$ cat src/sv/bfbp_pkg.sv
// shared types and constants for the best-fit buffer pool
// no dependencies
`default_nettype none

package bfbp_pkg;

    // default sizes of the pool
    localparam int SLOTS_DEF     = 16;
    localparam int SIZE_BITS_DEF = 32;
    localparam int ID_BITS_DEF   = 32;

    // result codes
    typedef enum logic [2:0] {
        ST_REUSED    = 3'd0,
        ST_GROWN     = 3'd1,
        ST_NEW       = 3'd2,
        ST_FULL      = 3'd3,
        ST_UNLOCKED  = 3'd4,
        ST_NOT_FOUND = 3'd5
    } status_t;

    // update applied to one slot at the end of an item
    typedef enum logic [2:0] {
        CMT_NONE   = 3'd0,
        CMT_UNLOCK = 3'd1,
        CMT_REUSE  = 3'd2,
        CMT_GROW   = 3'd3,
        CMT_NEW    = 3'd4
    } cmt_op_t;

    typedef struct packed {
        cmt_op_t op;
    } commit_t;

    // search record flags handed along the chain
    typedef struct packed {
        logic valid;
        logic fit_ok;
        logic grow_ok;
        logic match_ok;
        logic free_ok;
    } flags_t;

endpackage

`default_nettype wire

$ cat src/sv/bfbp_cell.sv
// one slot of the buffer pool plus one stage of the search chain
// depends on bfbp_pkg
`default_nettype none

module bfbp_cell #(
    parameter int SLOTS     = bfbp_pkg::SLOTS_DEF,
    parameter int SIZE_BITS = bfbp_pkg::SIZE_BITS_DEF,
    parameter int ID_BITS   = bfbp_pkg::ID_BITS_DEF,
    parameter int CELL_IDX  = 0
) (
    input  wire                                     clk,
    input  wire                                     rst_n,
    // broadcast item operands
    input  wire logic [SIZE_BITS-1:0]               req,
    input  wire logic [31:0]                        want,
    // commit broadcast
    input  wire bfbp_pkg::commit_t                  commit,
    input  wire logic [(SLOTS > 1 ? $clog2(SLOTS) : 1)-1:0] commit_idx,
    input  wire logic [SIZE_BITS-1:0]               commit_bytes,
    input  wire logic [ID_BITS-1:0]                 commit_tag,
    // search record from the previous cell
    input  wire bfbp_pkg::flags_t                   flags_in,
    input  wire logic [(SLOTS > 1 ? $clog2(SLOTS) : 1)-1:0] fit_i_in,
    input  wire logic [SIZE_BITS-1:0]               fit_sz_in,
    input  wire logic [ID_BITS-1:0]                 fit_tag_in,
    input  wire logic [(SLOTS > 1 ? $clog2(SLOTS) : 1)-1:0] grow_i_in,
    input  wire logic [SIZE_BITS-1:0]               grow_sz_in,
    input  wire logic [ID_BITS-1:0]                 grow_tag_in,
    input  wire logic [(SLOTS > 1 ? $clog2(SLOTS) : 1)-1:0] match_i_in,
    input  wire logic [SIZE_BITS-1:0]               match_sz_in,
    input  wire logic [(SLOTS > 1 ? $clog2(SLOTS) : 1)-1:0] free_i_in,
    // search record to the next cell
    output bfbp_pkg::flags_t                        flags_out,
    output logic [(SLOTS > 1 ? $clog2(SLOTS) : 1)-1:0] fit_i_out,
    output logic [SIZE_BITS-1:0]                    fit_sz_out,
    output logic [ID_BITS-1:0]                      fit_tag_out,
    output logic [(SLOTS > 1 ? $clog2(SLOTS) : 1)-1:0] grow_i_out,
    output logic [SIZE_BITS-1:0]                    grow_sz_out,
    output logic [ID_BITS-1:0]                      grow_tag_out,
    output logic [(SLOTS > 1 ? $clog2(SLOTS) : 1)-1:0] match_i_out,
    output logic [SIZE_BITS-1:0]                    match_sz_out,
    output logic [(SLOTS > 1 ? $clog2(SLOTS) : 1)-1:0] free_i_out
);

    localparam int IDX_W = (SLOTS > 1) ? $clog2(SLOTS) : 1;
    localparam logic [IDX_W-1:0] MY_IDX = IDX_W'(CELL_IDX);

    // slot state
    logic                 used_reg, used_next;
    logic                 locked_reg, locked_next;
    logic [SIZE_BITS-1:0] bytes_reg, bytes_next;
    logic [ID_BITS-1:0]   tag_reg, tag_next;

    // outgoing search record
    bfbp_pkg::flags_t     flags_reg, flags_next;
    logic [IDX_W-1:0]     fit_i_reg, fit_i_next;
    logic [SIZE_BITS-1:0] fit_sz_reg, fit_sz_next;
    logic [ID_BITS-1:0]   fit_tag_reg, fit_tag_next;
    logic [IDX_W-1:0]     grow_i_reg, grow_i_next;
    logic [SIZE_BITS-1:0] grow_sz_reg, grow_sz_next;
    logic [ID_BITS-1:0]   grow_tag_reg, grow_tag_next;
    logic [IDX_W-1:0]     match_i_reg, match_i_next;
    logic [SIZE_BITS-1:0] match_sz_reg, match_sz_next;
    logic [IDX_W-1:0]     free_i_reg, free_i_next;

    logic eligible;
    logic fit_hit;
    logic grow_hit;
    logic match_hit;
    logic free_hit;

    // slot update at commit
    always_comb
    begin
        used_next   = used_reg;
        locked_next = locked_reg;
        bytes_next  = bytes_reg;
        tag_next    = tag_reg;
        if (commit_idx == MY_IDX)
        begin
            case (commit.op)
                bfbp_pkg::CMT_UNLOCK:
                begin
                    locked_next = 1'b0;
                end
                bfbp_pkg::CMT_REUSE:
                begin
                    locked_next = 1'b1;
                end
                bfbp_pkg::CMT_GROW:
                begin
                    locked_next = 1'b1;
                    bytes_next  = commit_bytes;
                end
                bfbp_pkg::CMT_NEW:
                begin
                    used_next   = 1'b1;
                    locked_next = 1'b1;
                    bytes_next  = commit_bytes;
                    tag_next    = commit_tag;
                end
                default:
                begin
                    used_next = used_reg;
                end
            endcase
        end
    end

    // compare against the record, strict compares keep the lowest slot on ties
    always_comb
    begin
        eligible  = used_reg && !locked_reg;
        fit_hit   = eligible && (bytes_reg >= req) &&
                    (!flags_in.fit_ok || (bytes_reg < fit_sz_in));
        grow_hit  = eligible && (bytes_reg != '0) && (bytes_reg < req) &&
                    (!flags_in.grow_ok || (bytes_reg > grow_sz_in));
        match_hit = used_reg && !flags_in.match_ok && (64'(tag_reg) == 64'(want));
        free_hit  = !used_reg && !flags_in.free_ok;

        flags_next          = flags_in;
        flags_next.fit_ok   = flags_in.fit_ok | fit_hit;
        flags_next.grow_ok  = flags_in.grow_ok | grow_hit;
        flags_next.match_ok = flags_in.match_ok | match_hit;
        flags_next.free_ok  = flags_in.free_ok | free_hit;

        fit_i_next    = fit_hit ? MY_IDX : fit_i_in;
        fit_sz_next   = fit_hit ? bytes_reg : fit_sz_in;
        fit_tag_next  = fit_hit ? tag_reg : fit_tag_in;
        grow_i_next   = grow_hit ? MY_IDX : grow_i_in;
        grow_sz_next  = grow_hit ? bytes_reg : grow_sz_in;
        grow_tag_next = grow_hit ? tag_reg : grow_tag_in;
        match_i_next  = match_hit ? MY_IDX : match_i_in;
        match_sz_next = match_hit ? bytes_reg : match_sz_in;
        free_i_next   = free_hit ? MY_IDX : free_i_in;
    end

    always_ff @(posedge clk or negedge rst_n)
    begin
        if (!rst_n)
        begin
            used_reg   <= 1'b0;
            locked_reg <= 1'b0;
            flags_reg  <= '0;
        end
        else
        begin
            used_reg   <= used_next;
            locked_reg <= locked_next;
            flags_reg  <= flags_next;
        end
    end

    always_ff @(posedge clk)
    begin
        bytes_reg    <= bytes_next;
        tag_reg      <= tag_next;
        fit_i_reg    <= fit_i_next;
        fit_sz_reg   <= fit_sz_next;
        fit_tag_reg  <= fit_tag_next;
        grow_i_reg   <= grow_i_next;
        grow_sz_reg  <= grow_sz_next;
        grow_tag_reg <= grow_tag_next;
        match_i_reg  <= match_i_next;
        match_sz_reg <= match_sz_next;
        free_i_reg   <= free_i_next;
    end

    assign flags_out    = flags_reg;
    assign fit_i_out    = fit_i_reg;
    assign fit_sz_out   = fit_sz_reg;
    assign fit_tag_out  = fit_tag_reg;
    assign grow_i_out   = grow_i_reg;
    assign grow_sz_out  = grow_sz_reg;
    assign grow_tag_out = grow_tag_reg;
    assign match_i_out  = match_i_reg;
    assign match_sz_out = match_sz_reg;
    assign free_i_out   = free_i_reg;

endmodule

`default_nettype wire

$ cat config.mk
export PLATFORM = sky130hd
export DESIGN_NAME = bfbp_cell
export DESIGN_NICKNAME = d
export VERILOG_FILES = /design/src/sv/bfbp_pkg.sv /design/src/sv/bfbp_cell.sv
export SDC_FILE = /design/constraint.sdc
export NUM_CORES = 1
export LEC_CHECK = 0
export BUFFER_PORTS_ARGS = -buffer_cell sky130_fd_sc_hd__buf_4
export CAP_MARGIN = 30
export CORE_AREA = 2 2 191 193
export DETAILED_ROUTE_END_ITERATION = 10
export DIE_AREA = 0 0 193 195
export GPL_ROUTABILITY_DRIVEN = 0
export PLACE_DENSITY = 0.59
export SYNTH_ARGS = -nofsm -noshare
export SYNTH_HDL_FRONTEND = slang
export SYNTH_SLANG_ARGS = --single-unit
$ cat constraint.sdc
create_clock -name clk -period 3.4 [get_ports clk]
set_input_delay 0.17 -clock clk [delete_from_list [all_inputs] [get_ports clk]]
set_output_delay 0.17 -clock clk [all_outputs]
set_load 0.1 [all_outputs]
==> results by stage <==
Timing:
- On the final layout, the worst hold slack is approximately 0.27 ns.
- The total count of max-transition violations in the final report is 0.
- The worst slew margin relative to its limit is 0.4470.
- At the pin with the least slew margin, the transition time is 0.8218 ns.
- The achievable clock frequency is 0.3089 GHz.
- The post-layout minimum cycle time is 3.237 ns.
- The minimum setup slack in the final design is 0.1629 ns.
- The number of setup violations in the final report is 0.
- The final count of hold timing violations came to 0.
- The portion of the clock cycle consumed by the worst path in the final layout is 0.9521.
- Setup repair after global routing left no endpoint under its margin.
- The worst-case clock skew is 0.01959 ns.
- In the final timing run, aggregate negative setup slack is 0 ns.

Route:
- The post-detailed-route via-to-cell ratio is 4.457.
- The post-detailed-route DRC marker count is 0.
- The detailed-route wire length per cell is roughly 19 um.
- The remaining number of nets flagged by the antenna check after routing is 0.
- Detailed routing inserted a total of between 9,000 and 10,000 vias.
- The first-pass iteration count of the detailed router is 5.
- The final wirelength is 40,980 um.
- The violation count after the first detailed-route iteration is 223.

Yosys:
- Of the synthesized area, sequential elements account for 0.5308.
- The mean post-synth cell area is between 10 and 15 um2.
- The share of flip-flops with an asynchronous set or reset is 0.02834.
- Synthesis produced a netlist whose cell count is 855.
- Sorting the synthesized cells by area gives the leading types as sky130_fd_sc_hd__dfxtp_1, sky130_fd_sc_hd__edfxtp_1, sky130_fd_sc_hd__mux2_2.
- Among all flip-flop cells after synthesis, the most frequent one is sky130_fd_sc_hd__dfxtp_1.
- Yosys mapped a number of flops with a built-in enable equal to 64.
- The largest area contributor in the netlist is sky130_fd_sc_hd__dfxtp_1.
- The count of unique library cells instantiated by Yosys is 48.
- The cell area after synthesis is between 0.01 and 0.015 mm2.
- The count of warnings emitted by yosys is 0.
- Of the post-synthesis cell area, the dominant cell type holds 0.3327.
- The synthesized net count is 1,268.
- In this run, synthesis produced a sequential element count of between 200 and 250.

Worst setup path:
- For this design, the slowest cell found on the critical path is sky130_fd_sc_hd__nor4_1.
- The delay of the slowest critical-path stage is 0.76 ns.
- The required time of the worst setup path is 3.84 ns.
- The reg-to-reg setup timing slack is 0.16 ns.
- The family with the most delay on the worst path is simple AND/OR/NAND/NOR gates.
- The sort of element at the end of the critical path is a register.
- In this run the worst path has a maximum fanout of 38.
- The count of buffer and inverter cells on the critical path is 2.
- The critical path launch point type is a register.
- For the worst setup path, the data arrival time is 3.68 ns.
- The critical setup path kind is reg -> reg.
- Traced cell by cell, the critical path runs through buf_4 > ha_1 > nand4_1 > nor4_1 > nand2_1 > a32oi_1 > a21o_4 > buf_12 > mux2_2.

Cells and area:
- The library cells used most frequently in the layout, excluding fill and tap cells, are sky130_fd_sc_hd__buf_4, sky130_fd_sc_hd__dlygate4sd3_1, sky130_fd_sc_hd__dfxtp_1, sky130_fd_sc_hd__mux2_2, sky130_fd_sc_hd__inv_1.
- Compared with the post-synthesis result, the final layout area differs by 74.24%.
- The number of nets in the finished design is 2,049.
- Leaving out fill and tap cells, the most frequent cell in the layout is sky130_fd_sc_hd__buf_4.
- The share of final-layout standard cells stronger than drive strength 1 is 0.4381.

Floorplan:
- The floorplan step set the die width to between 150 and 200 um.
- 499 I/O pins were placed.
- The die area is 0.03764 mm2.
- After floorplanning, the core was sized to cover about 0.035 mm2.
- The site row count is between 60 and 70.
- The initial utilization of the core area, before any placement, comes to 0.2992.
- The y dimension of the die is between 150 and 200 um.

Global routing:
- The maximum number of pins on one net before global-route repair is 52.
- The global-route wire length before repair is around 60,000 um.
- The initial antenna violation count is 4.
- The global router's overall resource usage is 0.2116.
- The total grt overflow is 0.
- The via count of the first global-routing pass was between 10,000 and 15,000.

Clock network:
- The CTS root buffer is sky130_fd_sc_hd__clkbuf_16.
- The number of buffers on the longest clock path is 3.
- TritonCTS created 28 clock buffers.
- The number of setup buffers added after CTS is 0.
- In this run the number of H-tree levels came out at 1.
- The register clock-pin slew on the reported worst setup and hold paths is roughly 0.06 ns.
- The TritonCTS clock tree is done.
- The clock net in this run drives a total of 247 sinks.
- For the worst-skew pair, the clock arrives at the later sink with an insertion delay of 0.57 ns.

Place:
- The HPWL after detailed placement is 30,240 um.
- Timing analysis after detailed placement gives a worst setup slack of -0.02404 ns.
- The number of buffer cells added on primary ports is 498.

Job:
- Across the run, the number of max-cap violations was 0.

Pwr:
- The leakage component of the power is 8.500 nW.
- Dividing total power by cell area gives a power density of 440.2 mW/mm2.
- VDD sags by at most approximately 0.48 mV.

Hold path:
- The type of the tightest min-delay check is in -> reg.

Run status:
- The run finished with clean final reports.
## kinds of logic after synthesis
group	share of synthesized area
fa+ha+maj	0.1123
flops	0.5308
xor+xnor	0.02647
simple gates	0.07007
mux	0.1711
compound gates	0.04490
buf+inv	0.04443
## layout make-up
class / instances / area (um2)
Antenna cell: 1 / 2.502
Tap cell: 461 / 576.8
Fill cell: 3052 / 16950
Clock inverter: 7 / 86.33
Timing Repair Buffer: 768 / 6441
Sequential cell: 247 / 5620
Multi-Input combinational cell: 495 / 4541
Clock buffer: 44 / 822.0
Inverter: 96 / 360.3
## layer usage
| metal | routed length [um] | share of wire | GRT usage | vias to the layer above |
|---|---|---|---|---|
| li1 | - | - | - | 4612 |
| met1 | 16770 | 0.41 | 0.2531 | 4447 |
| met2 | 20230 | 0.49 | 0.3697 | 293 |
| met3 | 2463 | 0.060 | 0.04565 | 87 |
| met4 | 1465 | 0.036 | 0.07772 | 6 |
| met5 | 45 | 0.0011 | 0 | - |
## where the power goes
part / internal, mW / total (mW) / switching, mW
clock: 1.74 / 2.97 / 1.24
sequential: 3.15 / 3.20 / 0.0540
combinational: 0.728 / 1.95 / 1.22
total: 5.61 / 8.12 / 2.51
## path summary, 6_finish.rpt
kind	end	startpoint	cells past startpoint
hold reg to reg	flags_out[0]	used_reg	1
hold / removal	flags_out[4]	flags_in[4]	2
setup reg to reg	grow_sz_out[7]	bytes_reg[1]	9
setup / recovery	grow_sz_out[7]	bytes_reg[1]	9
min in group asynchronous	flags_out[3]	rst_n	3
max in group asynchronous	flags_out[0]	rst_n	4
## worst reg2reg max path: cells and delay by family (launching register included)
kind	cells	cell delay (ns)
muxes	1	0.42
and+or+nand+nor	3	1.05
adders and majority gates	1	0.30
DFF	1	0.45
buffers and inverters	2	0.43
AOI/OAI and AO/OA	2	0.47
## through the flow
step	instance area (um2)	total power [mW]	util	instances
global route	18450	8.413	0.5212	2119
floorplan	10590	4.364	-	855
global placement	15020	4.948	0.4244	1817
detailed placement	15020	4.960	0.4244	1817
finish	18450	8.122	0.5212	2119
CTS	18450	8.197	0.5212	2118
## repair_timing
action	4_1_cts	5_1_grt
hold buffers	250	0
gates resized for setup	2	0
endpoints found under the setup margin	64	0
endpoints found under the hold margin	253	0
## cell usage after synthesis (2+ instances only)
| cell type | n |
|---|---|
| sky130_fd_sc_hd__a211o_1 | 2 |
| sky130_fd_sc_hd__nor2_1 | 14 |
| sky130_fd_sc_hd__a21o_1 | 4 |
| sky130_fd_sc_hd__o21ai_0 | 9 |
| sky130_fd_sc_hd__ha_1 | 95 |
| sky130_fd_sc_hd__and4_1 | 3 |
| sky130_fd_sc_hd__nor3_1 | 4 |
| sky130_fd_sc_hd__or2_2 | 2 |
| sky130_fd_sc_hd__buf_6 | 3 |
| sky130_fd_sc_hd__nor4_1 | 19 |
| sky130_fd_sc_hd__buf_4 | 3 |
| sky130_fd_sc_hd__edfxtp_1 | 64 |
| sky130_fd_sc_hd__buf_2 | 10 |
| sky130_fd_sc_hd__a2111o_1 | 2 |
| sky130_fd_sc_hd__a21oi_1 | 38 |
| sky130_fd_sc_hd__nand2_1 | 24 |
| sky130_fd_sc_hd__and2_1 | 5 |
| sky130_fd_sc_hd__o21a_1 | 2 |
| sky130_fd_sc_hd__nand4_1 | 21 |
| sky130_fd_sc_hd__nand2b_1 | 4 |
| sky130_fd_sc_hd__nor2b_1 | 15 |
| sky130_fd_sc_hd__a221oi_1 | 3 |
| sky130_fd_sc_hd__a221o_1 | 2 |
| sky130_fd_sc_hd__nand3_1 | 14 |
| sky130_fd_sc_hd__xor2_1 | 31 |
| sky130_fd_sc_hd__mux2_2 | 159 |
| sky130_fd_sc_hd__o211ai_1 | 3 |
| sky130_fd_sc_hd__o21bai_1 | 2 |
| sky130_fd_sc_hd__dfrtp_1 | 7 |
| sky130_fd_sc_hd__a211oi_1 | 3 |
| sky130_fd_sc_hd__dfxtp_1 | 176 |
| sky130_fd_sc_hd__inv_1 | 96 |
Power figures use the tool's default switching activity.
